--- config.mk ---
export PLATFORM = sky130hd
export DESIGN_NAME = pdcc_dist_unit
export DESIGN_NICKNAME = d
export VERILOG_FILES = /design/src/rtl/pdcc_pkg.sv /design/src/rtl/pdcc_dist_unit.sv
export SDC_FILE = /design/constraint.sdc
export NUM_CORES = 1
export LEC_CHECK = 0
export ABC_CLOCK_PERIOD_IN_PS = 10300
export CAP_MARGIN = 20
export CELL_PAD_IN_SITES_DETAIL_PLACEMENT = 0
export CELL_PAD_IN_SITES_GLOBAL_PLACEMENT = 1
export CORE_UTILIZATION = 49
export CTS_CLUSTER_DIAMETER = 30
export DETAILED_ROUTE_END_ITERATION = 10
export DONT_BUFFER_PORTS = 1
export PLACE_DENSITY_LB_ADDON = 0.1
export SLEW_MARGIN = 20
export SYNTH_ARGS = -nofsm -noshare
export SYNTH_HDL_FRONTEND = slang
export SYNTH_SLANG_ARGS = --single-unit
export TNS_END_PERCENT = 20
--- constraint.sdc ---
create_clock -name clock -period 10.3 [get_ports clock]
set_input_delay 1.03 -clock clock [delete_from_list [all_inputs] [get_ports clock]]
set_output_delay 1.03 -clock clock [all_outputs]
set_load 0.03 [all_outputs]
--- src/rtl/pdcc_pkg.sv ---
`timescale 1ns / 1ps
`default_nettype none
package pdcc_pkg;

   localparam int COORD_W = 16;
   localparam int DIST_W  = 36;
   localparam int INV_W   = 24;
   localparam int CNT_W   = 13;
   localparam int IDX_W   = 12;

   typedef enum logic [1:0] {
      ST_ACCEPTED = 2'd0,
      ST_TOO_CLOSE = 2'd1,
      ST_OUTSIDE = 2'd2,
      ST_TARGET = 2'd3
   } status_type;

   localparam logic [2:0] REG_MIN_DIST = 3'd0;
   localparam logic [2:0] REG_INV_CELL = 3'd1;
   localparam logic [2:0] REG_LOWER_X  = 3'd2;
   localparam logic [2:0] REG_LOWER_Y  = 3'd3;
   localparam logic [2:0] REG_LOWER_Z  = 3'd4;
   localparam logic [2:0] REG_TARGET   = 3'd5;

   // configuration seen by the datapath
   typedef struct packed {
      logic [DIST_W-1:0]  min_dist_sq;
      logic [INV_W-1:0]   inv_cell_size;
      logic [COORD_W-1:0] lower_x;
      logic [COORD_W-1:0] lower_y;
      logic [COORD_W-1:0] lower_z;
      logic [CNT_W-1:0]   target_count;
   } cfg_type;

endpackage
`default_nettype wire

--- src/rtl/pdcc_dist_unit.sv ---
`timescale 1ns / 1ps
`default_nettype none
// Shared subtract/square/accumulate unit: one axis per cycle while en is high.
module pdcc_dist_unit
   import pdcc_pkg::*;
(
   input  wire logic               clock,
   input  wire logic               clear,
   input  wire logic               en,
   input  wire logic [COORD_W-1:0] a,
   input  wire logic [COORD_W-1:0] b,
   output logic      [DIST_W-1:0]  acc
);

   logic [DIST_W-1:0]    acc_ff, acc_in;
   logic [COORD_W-1:0]   diff;
   logic [2*COORD_W-1:0] sq;

   assign diff = (a >= b) ? (a - b) : (b - a);
   // full-width square of the axis gap
   assign sq   = diff * diff;

   always_comb begin
      acc_in = acc_ff;
      if (clear)
         acc_in = '0;
      else if (en)
         acc_in = acc_ff + DIST_W'(sq);
   end

   always_ff @(posedge clock) acc_ff <= acc_in;

   assign acc = acc_ff;

endmodule
`default_nettype wire

# Word-level counts from Yosys, hierarchy flattened
# Index checks and enable logic that the tools add are counted.
# word_totals
regBits	36
in_bits	35
output_inout_bits	36
# op_classes
add_sub_neg	3
mul	1
order_cmp	1
muxes	1
# ops
op	n
adder 36 x 32 -> 36 bit	1
multiplier 16 x 16 -> 32 bit	1
subtractor 16 bit	2
>= comparator 16 bit	1
two-way mux 16 bit	1

# Logic depth before layout (Yosys ltp)
# logic_depth
ltp_word	4
mapped_depth	36
ltp_nobuf	34

# Least setup slack after synthesis
# Ideal clock, no wire load.
# synth_timing
kind	input port to flip-flop
startpoint	input port a[0]
endpoint	register acc_ff[35], in the netlist acc[35]
arrival_ns	8.960
setup_slack_ns	1.220
path_stages	33
n_path_buf	2
cell_sequence	inv_1 > ha_1 > inv_1 > fa_1 > a21o_1 > a2111oi_4 > o41ai_2 > a21o_1 > mux2i_1 > xor2_1 > clkbuf_1 > nand2_1 > fa_1 > inv_1 > fa_1 > inv_1 > fa_1 > fa_1 > inv_1 > fa_1 > inv_1 > fa_1 > inv_1 > ha_1 > clkbuf_1 > nand3_1 > and2_1 > a2111oi_0 > nand3_1 > o211ai_1 > a21oi_1 > o32ai_1 > mux2_2
# synth_via
elab_chain_cells	4
elab_cells_between_ends	6
classes_between	add/sub: 3; mul: 1; order compare: 1; mux: 1
# synth_rtl
element	line_no	rtl
start, declared	pdcc_dist_unit.sv:10	input wire logic [COORD_W-1:0] a,
subtractor 16 bit / >= comparator 16 bit (equally long branches)	pdcc_dist_unit.sv:19	assign diff = (a >= b) ? (a - b) : (b - a);
two-way mux 16 bit (*)	pdcc_dist_unit.sv:19	
multiplier 16 x 16 -> 32 bit (*)	pdcc_dist_unit.sv:21	assign sq = diff * diff;
adder 36 x 32 -> 36 bit (*)	pdcc_dist_unit.sv:28	acc_in = acc_ff + DIST_W'(sq);
end signal, assigned	pdcc_dist_unit.sv:31	always_ff @(posedge clock) acc_ff <= acc_in;
end, declared	pdcc_dist_unit.sv:15	logic [DIST_W-1:0] acc_ff, acc_in;
# Mark *: on every way between the ends. The rest lies on a longest branch, timed or not.
# A chain may end at the register's enable or synchronous reset.

# Worst setup path in the final report
# layout_timing
startpoint	input port a[3]
endpoint	register acc_ff[35], in the netlist acc[35]
# Same word-level chain as after synthesis.

==> out/results.tsv <==
stage	metric	value	unit
setup_path	CP max stage cell	a21o_1	
sta	share of the clock period used by the worst path	0.922	
yosys	compound-cell area share of the yosys netlist	0.112	
clock_network	CTS H-tree depth	2	
flow_run	count of max-cap constraint violations	0	
clock_network	hold-fix buffer count after cts	0	
clock_network	quantity of gates resized following cts	0	
detailed_routing	Starting DRT DRC Count	383	
yosys	fraction of the yosys area taken by sequential cells	0.0645	
clock_network	TritonCTS clock tree	built	
layout	Ant. Diodes	0	
layout	ratio of cells with drive above 1 in the final layout	0.0458	
setup_path	maximum fanout along the worst path	12	
clock_network	number of buffers between clock root and the deepest sink	2	
sta	minimum clock period	9490	ps
detailed_routing	DRC	0	
yosys	Mapped Area	11200	µm²
yosys	count of state elements after synthesis	36	
floorplan	DIE HEIGHT	153	µm
sta	transition time of the tightest slew-check pin	761	ps
floorplan	Die Wd	153	µm
sta	setup total negative slack	0	ps
place	sum of net half-perimeters after detailed placement	23500	µm
setup_path	stage delay of the slowest cell on the critical path	520	ps
clock_network	insertion delay to the later sink of the worst-skew pair	290	ps
detailed_routing	number of nets with antenna violations after detailed routing	0	
setup_path	type of the worst setup path	primary input to register	
yosys	number of distinct library cells after synthesis	74	
yosys	number of instances in the synthesized netlist	1323	
sta	Final Max Tran Viols	0	
status	outcome	finished, final reports clean	
global_routing	initial antenna violation count	0	
yosys	Avg Inst Size Synth	8.44	µm²
sta	Max Freq	105	MHz
clock_network	CTS Root Cell	clkbuf_16	
yosys	synthesized-area fraction occupied by xor and xnor cells	0.0367	
layout	Layout area overhead	4.26	%
yosys	number of nets in the synthesized netlist	1688	
yosys	combinational family with the most area after synthesis	adder cells	
clock_network	CTS clock-pin slew for the worst setup and hold paths	60	ps
clock_network	number of buffers added by the clock tree synthesis step	5	
sta	Final Skew	4.46	ps
min_path	kind of path behind the tightest hold check	register to register	
floorplan	number of top-level design ports	71	
setup_path	Critical Path End Type	register	
setup_path	required time of the critical path	10490	ps
setup_path	most used cell along the critical path	fa_1	
yosys	dominant synthesized flop cell	dfxtp_1	
floorplan	Total Die Area	23400	µm²
global_routing	overflow left after global routing	0	
min_path	number of cells on the worst hold path	2	
global_routing	first-pass GRT wire length	44900	µm
yosys	adder and majority cell fraction of the synthesized area	0.501	
clock_network	count of buffers added by post-CTS timing repair for setup	0	
sta	RSZ-0062 raised after global routing	no	
place	Final GP Congestion	0.875	
setup_path	arrival time worst endpoint	9680	ps
sta	final hold vios	0	
floorplan	starting density of the core	0.506	
yosys	proportion of synthesized area in mux cells	0.0258	
detailed_routing	Total Wirelength	27400	µm
yosys	EDFF count, synth	0	
sta	count of final setup violators	0	
yosys	share of synthesized registers carrying an async set or reset	0	
yosys	yosys warns	0	
detailed_routing	total via count after detailed routing	8447	
sta	worst rel slew slack	0.492	
yosys	basic-gate share of the synthesized area counting and, or, nand and nor cells	0.123	
global_routing	maximum number of pins on one net before global-route repair	41	
global_routing	number of global-route vias before repair	8731	
detailed_routing	Via-to-Cell Ratio	5.31	
setup_path	cell depth of the worst flop-to-flop path	17	
layout	layout net count	1674	
detailed_routing	length of the first detailed-routing pass in iterations	5	
setup_path	nature of the critical path startpoint	primary input	
layout	flip-flop count of the largest register after layout	36	
layout	final core utilization	0.527	
clock_network	CTS sink cnt	36	
floorplan	FP Rows	54	
detailed_routing	mean routed wirelength per cell	17.2	µm
floorplan	Core ar.	22100	µm²
place	I/O Buffers	0	
global_routing	all-layer global routing usage	0.246	
==> cells in the final DEF, fill, tap and decap left out, types with 3 or more instances in the layout <==
cell type / netlist / routed
inv_1: 345 / 345
fa_1: 196 / 196
ha_1: 134 / 134
nand2_1: 127 / 127
nor2_1: 106 / 106
a21oi_1: 57 / 57
dfxtp_1: 36 / 36
xnor2_1: 25 / 25
mux2i_1: 24 / 24
a21o_1: 23 / 23
o21ai_0: 23 / 23
buf_4: 2 / 21
xor2_1: 15 / 15
o211ai_1: 14 / 14
nor3_1: 12 / 12
nand3_1: 10 / 10
o21a_1: 9 / 9
nand2b_1: 9 / 9
a211oi_1: 9 / 9
nand4_1: 8 / 8
o21bai_1: 7 / 7
and3_1: 7 / 7
and2_1: 6 / 6
clkbuf_16: 0 / 5
or2_2: 4 / 4
o31ai_1: 4 / 4
or3_1: 4 / 4
a31oi_1: 4 / 4
and4_1: 3 / 3
inv_2: 3 / 3
a21boi_0: 3 / 3
or4_1: 3 / 3
mux2_2: 3 / 3
==> worst max-delay path: cells and delay by family <==
kind	cells	cell delay, ps
AO/OA/AOI/OAI	11	3040
XOR/XNOR	1	300
AND/OR/NAND/NOR	2	400
multiplexers	2	520
buffers and inverters	6	590
adder cells (fa/ha/maj)	8	3800
==> area by class of cell <==
cell class,instances,area (µm²)
clock buffers,5,125
multi-input cells,893,8920
flip-flops and latches,36,721
repair buffers,21,158
inverters,352,1330
clock inverters,3,42.5
fillers,2180,10400
well taps,280,350
==> cells by family (layout without fill, tap and decap cells) <==
family	count (synthesis)	count (layout)
xor gates and xnor gates	43	43
DFF	36	36
AOI/OAI and AO/OA	183	183
buffers and inverters	394	381
adders and majority gates	330	330
muxes	28	28
and+or+nand+nor	309	309
==> cells in the mapped netlist (4+ instances only) <==
cell | instances | area [µm²]
o21bai_1 | 7 | 52.6
buf_1 | 5 | 18.8
nand3_1 | 10 | 50.1
o31ai_1 | 4 | 30.0
buf_2 | 10 | 50.1
inv_1 | 345 | 1290
clkbuf_1 | 22 | 82.6
nor3_1 | 12 | 60.1
nand2b_1 | 9 | 56.3
a21oi_1 | 57 | 285
ha_1 | 134 | 1680
xnor2_1 | 25 | 219
dfxtp_1 | 36 | 721
a31oi_1 | 4 | 25.0
and2_1 | 6 | 37.5
nor2_1 | 106 | 398
o21ai_0 | 23 | 115
or2_2 | 4 | 25.0
mux2i_1 | 24 | 240
nand4_1 | 8 | 50.1
a211oi_1 | 9 | 67.6
a21o_1 | 23 | 173
xor2_1 | 15 | 131
o21a_1 | 9 | 67.6
o211ai_1 | 14 | 105
fa_1 | 196 | 3920
nand2_1 | 127 | 477
or3_1 | 4 | 25.0
and3_1 | 7 | 43.8
==> layer usage <==
metal	part of all wire	global-route usage	vias up
met2	0.50	0.431	190
met4	0.017	0.0505	0
met5	0	0	-
li1	-	-	4062
met1	0.43	0.326	4166
met3	0.048	0.0315	29
==> path summary, 6_finish.rpt <==
path | slack (ps) | startpoint | endpoint
max | 810 | a[3] | acc[35]
min | 630 | acc[29] | acc[29]
max reg2reg | 4990 | acc[10] | acc[35]
min reg2reg | 630 | acc[29] | acc[29]
==> stage by stage <==
stage / instance area, µm² / hold slack, ps / setup slack (ps) / instances
2_1_floorplan: 11200 / 595 / 1220 / 1323
3_3_place_gp: 11500 / 612 / 628 / 1582
3_5_place_dp: 11500 / 621 / 503 / 1582
4_1_cts: 11600 / 629 / 792 / 1590
5_1_grt: 11600 / 652 / 237 / 1590
6_report: 11600 / 625 / 805 / 1590
Power is not shown: default switching activity piles up to over one toggle a cycle in this logic, so the estimate is an artifact.
