`config.mk`:
```
export PLATFORM = sky130hd
export DESIGN_NAME = pdcc_regs
export DESIGN_NICKNAME = d
export VERILOG_FILES = /design/src/rtl/pdcc_pkg.sv /design/src/rtl/pdcc_regs.sv
export SDC_FILE = /design/constraint.sdc
export NUM_CORES = 1
export LEC_CHECK = 0
export BUFFER_PORTS_ARGS = -buffer_cell sky130_fd_sc_hd__buf_4
export CORE_MARGIN = 2
export CORE_UTILIZATION = 45
export CTS_BUF_LIST = sky130_fd_sc_hd__clkbuf_4 sky130_fd_sc_hd__clkbuf_8
export DETAILED_ROUTE_END_ITERATION = 16
export GPL_ROUTABILITY_DRIVEN = 0
export PLACE_DENSITY = 0.78
export SLEW_MARGIN = 0
export SYNTH_ARGS = -nofsm -noshare
export SYNTH_HDL_FRONTEND = slang
export SYNTH_SLANG_ARGS = --single-unit
export TNS_END_PERCENT = 50
```
`constraint.sdc`:
```
create_clock -name clock -period 1.6 [get_ports clock]
set_clock_uncertainty 0.2 [all_clocks]
set_input_delay 0.24 -clock clock [delete_from_list [all_inputs] [get_ports clock]]
set_output_delay 0.24 -clock clock [all_outputs]
set_load 0.01 [all_outputs]
```
`src/rtl/pdcc_pkg.sv`:
```
`timescale 1ns / 1ps
`default_nettype none
package pdcc_pkg;

   localparam int COORD_W = 16;
   localparam int DIST_W  = 36;
   localparam int INV_W   = 24;
   localparam int CNT_W   = 13;
   localparam int IDX_W   = 12;

   typedef enum logic [1:0] {
      ST_ACCEPTED = 2'd0,
      ST_TOO_CLOSE = 2'd1,
      ST_OUTSIDE = 2'd2,
      ST_TARGET = 2'd3
   } status_type;

   localparam logic [2:0] REG_MIN_DIST = 3'd0;
   localparam logic [2:0] REG_INV_CELL = 3'd1;
   localparam logic [2:0] REG_LOWER_X  = 3'd2;
   localparam logic [2:0] REG_LOWER_Y  = 3'd3;
   localparam logic [2:0] REG_LOWER_Z  = 3'd4;
   localparam logic [2:0] REG_TARGET   = 3'd5;

   // configuration seen by the datapath
   typedef struct packed {
      logic [DIST_W-1:0]  min_dist_sq;
      logic [INV_W-1:0]   inv_cell_size;
      logic [COORD_W-1:0] lower_x;
      logic [COORD_W-1:0] lower_y;
      logic [COORD_W-1:0] lower_z;
      logic [CNT_W-1:0]   target_count;
   } cfg_type;

endpackage
`default_nettype wire

```
`src/rtl/pdcc_regs.sv`:
```
`timescale 1ns / 1ps
`default_nettype none
module pdcc_regs
   import pdcc_pkg::*;
(
   input  wire logic        clock,
   input  wire logic        reset,
   input  wire logic        psel,
   input  wire logic        penable,
   input  wire logic        pwrite,
   input  wire logic [5:0]  paddr,
   input  wire logic [63:0] pwdata,
   output logic      [63:0] prdata,
   output logic             pready,
   output cfg_type          cfg
);

   cfg_type    cfg_ff, cfg_in;
   logic [2:0] sel;

   assign pready = 1'b1;
   assign sel    = paddr[5:3];
   assign cfg    = cfg_ff;

   // register write decode
   always_comb begin
      cfg_in = cfg_ff;
      if (psel && penable && pwrite) begin
         case (sel)
            REG_MIN_DIST: cfg_in.min_dist_sq   = pwdata[DIST_W-1:0];
            REG_INV_CELL: cfg_in.inv_cell_size = pwdata[INV_W-1:0];
            REG_LOWER_X:  cfg_in.lower_x       = pwdata[COORD_W-1:0];
            REG_LOWER_Y:  cfg_in.lower_y       = pwdata[COORD_W-1:0];
            REG_LOWER_Z:  cfg_in.lower_z       = pwdata[COORD_W-1:0];
            REG_TARGET:   cfg_in.target_count  = pwdata[CNT_W-1:0];
            default: ;
         endcase
      end
   end

   always_ff @(posedge clock) begin
      if (reset) begin
         cfg_ff.min_dist_sq   <= '0;
         cfg_ff.inv_cell_size <= INV_W'(65536);
         cfg_ff.lower_x       <= '0;
         cfg_ff.lower_y       <= '0;
         cfg_ff.lower_z       <= '0;
         cfg_ff.target_count  <= CNT_W'(4096);
      end else begin
         cfg_ff <= cfg_in;
      end
   end

   // read mux
   always_comb begin
      prdata = '0;
      case (sel)
         REG_MIN_DIST: prdata = 64'(cfg_ff.min_dist_sq);
         REG_INV_CELL: prdata = 64'(cfg_ff.inv_cell_size);
         REG_LOWER_X:  prdata = 64'(cfg_ff.lower_x);
         REG_LOWER_Y:  prdata = 64'(cfg_ff.lower_y);
         REG_LOWER_Z:  prdata = 64'(cfg_ff.lower_z);
         REG_TARGET:   prdata = 64'(cfg_ff.target_count);
         default:      prdata = '0;
      endcase
   end

endmodule
`default_nettype wire

```
Word-level counts from Yosys, hierarchy flattened
Cells that the tools add are included.
Word-level totals
  output and inout port bits: 186
  input bits: 75
  bits in registers: 121
  logic and storage cells: 21
Cells by class
  mux-type cells: 1
  equality and inequality tests: 5
  reduce and logical (&&, ||, !) cells: 9
Operator list (count)
  one-hot mux 36 bit (6 select lines): 1
  AND reduction 2 bit: 6
  == test 3 x 2 -> 1 bit (second input constant): 2
  == test 3 bit (second input constant): 2
  == test 3 x 1 -> 1 bit (second input constant): 1
  zero test 3 bit: 1
  logical AND 1 bit: 2

Depth between registers and ports, before layout
Gate-level depths: netlist of the first run.
  depth in word-level cells: 3
  mapped depth: 6
  gate-level depth less buffers: 3

Least setup slack after synthesis of the first run
No wires, ideal clock.
  kind: input -> output
  from: input port paddr[3]
  to: output port prdata[10]
  data required time: 1.160 ns
  slack: -0.086 ns
  stages: 5
  path buffers: 2
  data arrival time: 1.246 ns
  path through: buf_2 -> buf_2 -> mux2_2 -> a32oi_1 -> o21ai_0
Between the ends
  longest elaborated chain between the ends: 2
  elaborated cells on any way between the ends: 7
  those cells by class: eq/ne: 5; mux: 1; reduce/logical: 1
Ends and longest elaborated chain
  start: declaration: line pdcc_regs.sv:11  | input wire logic [5:0] paddr,
  == test 3 bit (tied with other cells): line pdcc_regs.sv:57  | case (sel)
  one-hot mux 36 bit (6 select lines) *: line pdcc_regs.sv:57
  end: declaration: line pdcc_regs.sv:13  | output logic [63:0] prdata,
Mark *: on every way between the ends. The rest lies on a longest branch, timed or not.

Worst setup path after layout of the first run
  from: register cfg_ff (netlist bit cfg[64])
  to: output port prdata[3]
Between the ends
  longest elaborated chain between the ends: 1
Ends and longest elaborated chain
  start: declaration: line pdcc_regs.sv:18  | cfg_type cfg_ff, cfg_in;
  start signal: assignment: line pdcc_regs.sv:50  | cfg_ff <= cfg_in;
  one-hot mux 36 bit (6 select lines): line pdcc_regs.sv:57
Every way passes these cells.

==> results of run 1 <==
[routing by layer]
metal | track usage [%] | vias up
met4 | 12.13 | 0
met2 | 47.54 | 274
met3 | 6.370 | 40
li1 | - | 2808
met1 | 36.39 | 2965
met5 | 0 | -
[per-stage QoR]
step	cell area, µm²	std cells	utilization, %	worst slack, ps
after CTS	9378	1133	71.38	-337.5
after floorplan	6121	666	-	16.82
final	9562	1141	72.78	-389.8
after global routing	9562	1141	72.78	-421.1
after global placement	8059	1030	61.34	-231.7
after detailed placement	8059	1030	61.34	-234.2
[power groups by stage]
stage | logic [mW] | clock network (mW) | registers [mW]
after floorplan | 0.384 | 0 | 3.13
after global placement | 0.697 | 0 | 3.12
after detailed placement | 0.701 | 0 | 3.12
after CTS | 0.827 | 3.01 | 3.05
after global routing | 0.921 | 3.19 | 3.05
final | 0.876 | 2.99 | 3.05
[Yosys cell counts]
library cell | n | share of area, %
or2_2 | 1 | 0.10
buf_2 | 16 | 1.3
o21a_1 | 1 | 0.13
clkbuf_1 | 33 | 2.1
buf_4 | 32 | 4.0
nand2_2 | 1 | 0.10
dfxtp_1 | 121 | 40
buf_6 | 1 | 0.19
nor2b_1 | 5 | 0.52
a32oi_1 | 3 | 0.44
mux2i_1 | 101 | 17
o221ai_1 | 5 | 0.73
nor3_1 | 1 | 0.083
nor2_1 | 16 | 1.0
a221oi_1 | 3 | 0.44
inv_1 | 1 | 0.063
and2_1 | 13 | 1.4
nand2_1 | 8 | 0.50
a22oi_1 | 15 | 1.9
conb_1 | 2 | 0.13
buf_1 | 2 | 0.13
a21oi_1 | 41 | 3.4
mux2_2 | 24 | 4.5
o31ai_1 | 16 | 2.0
and4b_1 | 1 | 0.17
nand3_1 | 39 | 3.3
and4_1 | 1 | 0.15
nand4b_4 | 1 | 0.40
o22ai_1 | 5 | 0.52
nand2b_1 | 102 | 11
nor3_4 | 1 | 0.27
o21ai_0 | 26 | 2.2
or3_1 | 1 | 0.10
[critical path, delay by kind of cell (launching register included)]
family	cells	cell delay [ps]
buf+inv	1	150
compound gates	2	340
mux	1	280
flops	1	340
[area by class of cell]
cell class                      instances  area [µm²]
Sequential cell                       121        2492
Clock buffer                           24       324.1
Tap cell                              176       220.2
Multi-Input combinational cell        460        3443
Inverter                                1       3.754
Fill cell                             942        3576
Clock inverter                          7       112.6
Timing Repair Buffer                  352        2965
[cell families (layout without fill, tap and decap cells)]
family / Yosys count / count (layout) / share of synthesized area, %
AOI/OAI and AO/OA: 115 / 115 / 11.72
buffers and inverters: 85 / 384 / 7.779
DFF: 121 / 121 / 40.38
muxes: 125 / 125 / 21.36
other: 2 / 29 / 0.1252
and+or+nand+nor: 191 / 191 / 18.64
[path summary, 6_finish.rpt]
kind                            startpoint  cells after the start        end
worst max-delay path               cfg[64]                      4  prdata[3]
worst min-delay path              paddr[4]                      5    cfg[62]
worst max register to register     cfg[19]                      4    cfg[19]
worst min register to register     cfg[88]                      2    cfg[88]
[timing repair]
item,CTS,global route
pin swaps,22,8
endpoints found under the hold margin,110,0
buffers inserted,34,8
gates resized for setup,88,37
hold buffers,37,0
gates cloned,1,1
setup endpoints to repair,36,36
==> flow_metrics.py, run 1 <==
metrics = {
    "grt": {
        "grt_remaining_overflow": 0,
        "grt_pass1_vias": 6111,
        "antenna_found_initial": 0,
        "grt_max_degree": 27,
        "grt.total_usage_pct": 28.85,
        "grt_pass1_wl_um": 32240,
    },
    "drt": {
        "wl_per_cell_um": 18.52,
        "route.met2.wl_um": 10310,
        "met1_length_um": 8909,
        "totalWireLength_um": 21130,
        "first_pass_iters": 5,
        "vias": 6087,
        "drc": 0,
        "antenna_left": 0,
        "drtIter0Drc": 557,
        "highest_layer": "met4",
        "met3_length_um": 1338,
        "viasPerCell": 5.335,
    },
    "setup_path": {
        "slowest_stage": "dfxtp_1",
        "critPathArrivalTime_ps": 1550,
        "cp-end-kind": "output pin",
        "cp-start-kind": "register",
        "critPathMaxStageDelay_ps": 340,
        "crit_required_ps": 1160,
        "r2r_slack_ps": 600,
        "path_cells": "mux2_2 -> a22oi_1 -> a21oi_2 -> buf_4",
        "worst-path-max-fanout": 3,
        "path_class": "register to output pin",
    },
    "clock_network": {
        "clock_latency_ps": 430,
        "clock_path_buffers": 2,
        "numCtsBuffers": 17,
        "htreeDepth": 4,
        "path_clk_slew_ps": 70,
        "cts_sinks": 121,
        "cts_tree": "yes",
        "cts_root_buffer": "clkbuf_8",
    },
    "final_layout": {
        "nets": 1028,
        "layout_commonest_cell": "buf_4",
        "antenna_cells": 0,
        "areaGrowthSynthToFinish_pct": 59.37,
        "largest_reg_flops": 121,
        "layout_common_cells": "buf_4 (291), nand2b_1 (102), mux2i_1 (100)",
        "drive_above_1_share_pct": 48.39,
    },
    "sta": {
        "min_period_ps": 1990,
        "fin_crit_sh_pct": 124.4,
        "fmaxAchievable_ghz": 0.5026,
        "rsz0062_at_grt": "yes",
        "hold_violations": 0,
        "setup_violations": 25,
        "maxSlewViolCount": 0,
        "tns_ps": -4362,
        "timing.final.ws_setup_ps": -389.8,
        "timing.hold.ws_ps": 89.57,
    },
    "power_and_ir_drop": {
        "swShare_pct": 23.96,
        "p_comb_share_pct": 12.7,
        "pwr-share-seq_pct": 44.1,
        "power_mw": 6.922,
        "p_per_area_nw_per_um2": 724.0,
        "p_sw_mw": 1.659,
        "irDropWorstVdd_uv": 469.7,
        "pwr-share-clk_pct": 43.2,
        "internal_power_mw": 5.264,
        "leakage_nw": 4.556,
    },
    "synthesis": {
        "synthCells": 639,
        "synth_area_per_cell_um2": 9.389,
        "synth-seq-area-share_pct": 40.38,
        "syn_area_um2": 6000,
        "yosysWarnings": 0,
        "ys_seq_elements": 121,
        "synth.distinct_cells": 33,
    },
    "run_status": {
        "violations": "negative setup slack",
        "status": "complete, but fails checks",
    },
    "place": {
        "dp_hpwl_um": 13750,
        "io_buffers": 200,
    },
    "floorplan": {
        "core_area_um2": 13140,
        "fp-row-count": 42,
        "dieArea_um2": 14270,
        "die_width_um": 119.5,
        "start_util_pct": 45.67,
        "ios": 261,
        "fp.dieH_um": 119.5,
    },
    "hold_path": {
        "hold_class": "primary input to register",
    },
    "run": {
        "drv_cap": 0,
    },
}
(Power assumes the default switching activity.)
==> inputs of run 2 (changes only) <==
--- a/config.mk
+++ b/config.mk
@@ -12,6 +12,7 @@
 export DETAILED_ROUTE_END_ITERATION = 16
 export GPL_ROUTABILITY_DRIVEN = 0
 export PLACE_DENSITY = 0.78
+export SKIP_LAST_GASP = 1
 export SLEW_MARGIN = 0
 export SYNTH_ARGS = -nofsm -noshare
 export SYNTH_HDL_FRONTEND = slang
==> run 2 against run 1 <==
  * Combinational power hardly changed
  * Critical path type unchanged
  * Largest cell class unchanged
  * Die area stayed put
  * First-iteration DRC count is 10% lower
  * The run still ends with negative setup slack left
  * Via count hardly changed
==> flow_metrics.py, run 2 (same netlist as run 1, synthesis figures left out) <==
metrics = {
    "run_status": {
        "status": "complete, but fails checks",
        "violations": "negative setup slack",
    },
    "clock_network": {
        "htreeDepth": 4,
        "clock_path_buffers": 2,
        "cts_root_buffer": "clkbuf_8",
        "cts_tree": "yes",
        "numCtsBuffers": 17,
        "cts_sinks": 121,
        "path_clk_slew_ps": 70,
        "clock_latency_ps": 430,
    },
    "sta": {
        "rsz0062_at_grt": "yes",
        "hold_violations": 0,
        "min_period_ps": 1950,
        "setup_violations": 36,
        "timing.final.ws_setup_ps": -349.6,
        "maxSlewViolCount": 0,
        "fmaxAchievable_ghz": 0.5129,
        "fin_crit_sh_pct": 121.9,
    },
    "drt": {
        "vias": 6092,
        "antenna_left": 0,
        "drc": 0,
        "wl_per_cell_um": 18.39,
        "first_pass_iters": 5,
        "totalWireLength_um": 21020,
        "drtIter0Drc": 500,
        "viasPerCell": 5.330,
    },
    "final_layout": {
        "layout_commonest_cell": "buf_4",
        "antenna_cells": 0,
        "areaGrowthSynthToFinish_pct": 59.12,
        "fill_cells": 945,
        "final_cells": 1143,
        "nets": 1030,
        "largest_reg_flops": 121,
        "drive_above_1_share_pct": 47.05,
        "layout_common_cells": "buf_4 (293), nand2b_1 (102), mux2i_1 (100)",
    },
    "setup_path": {
        "r2r-start": "cfg[19]",
        "path_class": "register to output pin",
        "cp-start-kind": "register",
        "r2r_end": "cfg[19]",
        "crit_required_ps": 1160,
        "worst-path-max-fanout": 3,
        "cp-end-kind": "output pin",
        "r2r_slack_ps": 580,
        "reg2reg_depth": 4,
        "critPathArrivalTime_ps": 1510,
    },
    "place": {
        "io_buffers": 200,
        "dp_hpwl_um": 13750,
        "dp.cells": 1030,
    },
    "hold_path": {
        "worstHoldStart": "paddr[4]",
        "hold_end": "cfg[62]",
        "hold_depth": 5,
        "hold_class": "primary input to register",
    },
    "floorplan": {
        "fp.dieH_um": 119.5,
        "ios": 261,
        "dieArea_um2": 14270,
        "die_width_um": 119.5,
        "core_area_um2": 13140,
        "fp-row-count": 42,
        "start_util_pct": 45.67,
    },
    "grt": {
        "antenna_found_initial": 0,
        "grt.total_usage_pct": 28.85,
        "grt_max_degree": 27,
        "grt_pass1_vias": 6118,
        "grt_remaining_overflow": 0,
        "grt_pass1_wl_um": 32240,
    },
    "power_and_ir_drop": {
        "irDropWorstVdd_uv": 478.8,
        "power_mw": 6.908,
        "p_per_area_nw_per_um2": 723.6,
        "leakage_nw": 4.555,
    },
    "run": {
        "drv_cap": 0,
    },
}
[run 2: layout make-up]
type,count,area [µm²],share of cell area [%]
multi-input cells,460,3430,35.92
repair buffers,354,2980,31.22
flip-flops and latches,121,2476,25.94
clock buffers,24,324.1,3.394
well taps,176,220.2,2.307
clock inverters,7,112.6,1.180
inverters,1,3.754,0.03932
[run 2: timing repair]
action | CTS | global route
hold endpoints to repair | 110 | 0
pin swaps | 22 | 8
resized for setup | 84 | 23
buffers inserted | 34 | 9
hold buffers | 37 | 0
setup endpoints to repair | 36 | 36
cloned | 1 | 1
[run 2: layer usage]
layer / up-vias / part of all wire [%] / GRT usage (%)
met2: 258 / 49 / 47.43
met3: 52 / 6.2 / 6.370
met4: 0 / 3.0 / 12.13
li1: 2825 / - / -
met1: 2957 / 42 / 36.48
met5: - / 0 / 0
[run 2: critical path: stages, from the launching register on]
cell and delay, ps:
dfxtp_1 340, mux2_2 280, a22oi_1 180, a21oi_1 120, buf_4 160
[run 2: metrics by stage]
| stage | cell area (µm²) | setup TNS, ps | utilization, % | hold WS, ps | worst slack (ps) |
|---|---|---|---|---|---|
| 6_report | 9547 | -4694 | 72.67 | 100.7 | -349.6 |
| 5_1_grt | 9547 | -6657 | 72.67 | 93.52 | -416.7 |
| 4_1_cts | 9378 | -5698 | 71.38 | 135.7 | -337.5 |
| 3_5_place_dp | 8059 | -13930 | 61.34 | 274.4 | -234.2 |
| 3_3_place_gp | 8059 | -12080 | 61.34 | 268.1 | -231.7 |
| 2_1_floorplan | 6121 | 0 | - | 187.7 | 16.82 |
[run 2: power by group]
group / leakage [nW] / switching [mW] / total (mW) / internal [mW]
clock: 0.224 / 1.18 / 2.98 / 1.79
combinational: 3.33 / 0.439 / 0.877 / 0.438
sequential: 0.996 / 0.0184 / 3.05 / 3.03
[run 2: worst max-delay path by stage]
stage                     startpoint   endpoint  slack, ps  cells past startpoint
after global routing         cfg[88]  prdata[3]       -420                      4
final                        cfg[64]  prdata[3]       -350                      4
after CTS                    cfg[88]  prdata[3]       -340                      4
after floorplan             paddr[3]  prdata[3]         20                      5
after global placement      paddr[5]  prdata[1]       -230                      5
after detailed placement    paddr[5]  prdata[1]       -230                      5
==> inputs of run 3 (changes only) <==
--- a/config.mk
+++ b/config.mk
@@ -7,11 +7,11 @@
 export LEC_CHECK = 0
 export BUFFER_PORTS_ARGS = -buffer_cell sky130_fd_sc_hd__buf_4
 export CORE_MARGIN = 2
-export CORE_UTILIZATION = 45
+export CORE_UTILIZATION = 49
 export CTS_BUF_LIST = sky130_fd_sc_hd__clkbuf_4 sky130_fd_sc_hd__clkbuf_8
 export DETAILED_ROUTE_END_ITERATION = 16
 export GPL_ROUTABILITY_DRIVEN = 0
-export PLACE_DENSITY = 0.78
+export PLACE_DENSITY = 0.81
 export SKIP_LAST_GASP = 1
 export SLEW_MARGIN = 0
 export SYNTH_ARGS = -nofsm -noshare
==> constraint.sdc (replaced) <==
create_clock -name clock -period 1.94 [get_ports clock]
set_clock_uncertainty 0.2 [all_clocks]
set_input_delay 0.291 -clock clock [delete_from_list [all_inputs] [get_ports clock]]
set_output_delay 0.291 -clock clock [all_outputs]
set_load 0.01 [all_outputs]
==> run 3 against run 2 <==
  * The run still ends with negative setup slack left
  * Clock-buffer cell count rose by 1
  * Utilization rose by 1.8 points
  * Via count fell by 2.8%
  * Clock power fell by 8.4%
  * First-iteration DRC count rose by 5.4%
  * Non-clock buffer count fell by 54
  * Cell area fell by 6.6%
  * Final cell count fell by 7.1%
  * Combinational power fell by 28%
  * Global-route usage rose by 0.90 points
  * Flip-flop and latch count did not move
==> flow_metrics.py, run 3 (same netlist as run 1, synthesis figures left out) <==
metrics = {
    "place": {
        "io_buffers": 200,
        "dp.cells": 979,
        "dp_hpwl_um": 13580,
        "placed_area_um2": 7780,
        "post-place-ws_ps": -38.37,
    },
    "power_and_ir_drop": {
        "power_mw": 5.874,
        "p_per_area_nw_per_um2": 659.0,
        "leakage_nw": 4.203,
        "irDropWorstVdd_uv": 534.0,
    },
    "floorplan": {
        "core_area_um2": 11960,
        "dieArea_um2": 13140,
        "ios": 261,
        "fp.dieH_um": 114.7,
        "die_width_um": 114.7,
        "start_util_pct": 50.16,
        "fp-row-count": 40,
    },
    "final_layout": {
        "fill_cells": 788,
        "drive_above_1_share_pct": 41.03,
        "layout_commonest_cell": "buf_4",
        "layout_common_cells": "buf_4 (257), nand2b_1 (101), mux2i_1 (100)",
        "areaGrowthSynthToFinish_pct": 48.55,
        "nets": 976,
        "regArea_um2": 2452,
        "fin_util_pct": 74.51,
        "final_cells": 1062,
        "largest_reg_flops": 121,
        "multi_input_area_um2": 3363,
        "design_area_um2": 8912,
    },
    "clock_network": {
        "cts_sinks": 121,
        "cts_tree": "yes",
        "clock_path_buffers": 2,
        "htreeDepth": 4,
        "cts_root_buffer": "clkbuf_8",
        "numCtsBuffers": 17,
        "path_clk_slew_ps": 70,
        "clock_latency_ps": 440,
    },
    "sta": {
        "min_period_ps": 2001,
        "setup_violations": 7,
        "maxSlewViolCount": 0,
        "fmaxAchievable_ghz": 0.4998,
        "hold_violations": 0,
        "rsz0062_at_grt": "yes",
        "fin_crit_sh_pct": 103.1,
        "timing.final.ws_setup_ps": -60.91,
    },
    "drt": {
        "vias": 5923,
        "totalWireLength_um": 20120,
        "drtIter0Drc": 527,
        "drc": 0,
        "first_pass_iters": 5,
        "wl_per_cell_um": 18.94,
        "antenna_left": 0,
        "viasPerCell": 5.577,
    },
    "setup_path": {
        "path_class": "register to output pin",
        "crit_required_ps": 1450,
        "cp-end-kind": "output pin",
        "worst-path-max-fanout": 3,
        "critPathArrivalTime_ps": 1510,
        "cp-start-kind": "register",
    },
    "grt": {
        "grt_pass1_vias": 5582,
        "grt_pass1_wl_um": 29810,
        "grt.total_usage_pct": 29.75,
        "grt_remaining_overflow": 0,
        "grt_max_degree": 46,
        "antenna_found_initial": 0,
    },
    "run_status": {
        "violations": "negative setup slack",
        "status": "complete, but fails checks",
    },
    "run": {
        "drv_cap": 0,
    },
    "hold_path": {
        "hold_class": "primary input to register",
    },
}
-- run 3: cell types whose count changed in the layout (fill, tap and decap cells not counted), moves of 3 or more --
cell / change
buf_12: -8
buf_4: -36
buf_6: -7
dfxtp_1: +19
dfxtp_2: -19
mux2_2: +11
mux2_4: -11
nand2_1: +5
nand2_2: -5
o221ai_1: +3
o221ai_2: -3
-- run 3: stage by stage --
step / TNS, ps / hold WS (ps)
final: -208.6 / 55.43
after global routing: -786.4 / 36.72
after global placement: -59.79 / 266.6
after CTS: -386.1 / 16.49
after floorplan: 0 / 238.7
after detailed placement: -95.97 / 277.9
-- run 3: final timing paths --
| path | slack [ps] | from | endpoint | depth (start not counted) |
|---|---|---|---|---|
| max | -60 | cfg[9] | prdata[9] | 4 |
| min | 60 | reset | cfg[63] | 2 |
| max reg2reg | 910 | cfg[16] | cfg[16] | 4 |
| min reg2reg | 290 | cfg[112] | cfg[112] | 2 |
-- run 3: timing repair --
action / CTS / global route
pin swaps: 9 / 2
hold buffers: 36 / 0
resized for setup: 34 / 21
setup endpoints to repair: 16 / 16
setup buffers: 12 / 2
hold endpoints to repair: 61 / 0
-- run 3: metal layers --
layer / vias to the layer above / share of wire, % / track usage, %
li1: 2715 / - / -
met1: 2837 / 40 / 36.52
met2: 325 / 50 / 49.63
met3: 46 / 7.4 / 6.564
met4: 0 / 2.7 / 13.90
met5: - / 0 / 0
-- run 3: power by group --
group / switching (mW) / internal [mW]
clock: 0.983 / 1.74
combinational: 0.335 / 0.295
sequential: 0.0161 / 2.50
total: 1.33 / 4.54
-- run 3: critical path: stages, from the launching register on --
cell and delay, ps:
dfxtp_1 330, mux2_2 290, a22oi_2 190, a21oi_1 100, buf_4 150
-- run 3: cell type report --
cell class	instances	area share (%)
Sequential cell	121	27.52
Inverter	1	0.04212
Clock inverter	7	1.797
Antenna cell	1	0.02808
Timing Repair Buffer	300	27.17
Multi-Input combinational cell	460	37.74
Tap cell	147	2.064
Clock buffer	25	3.650
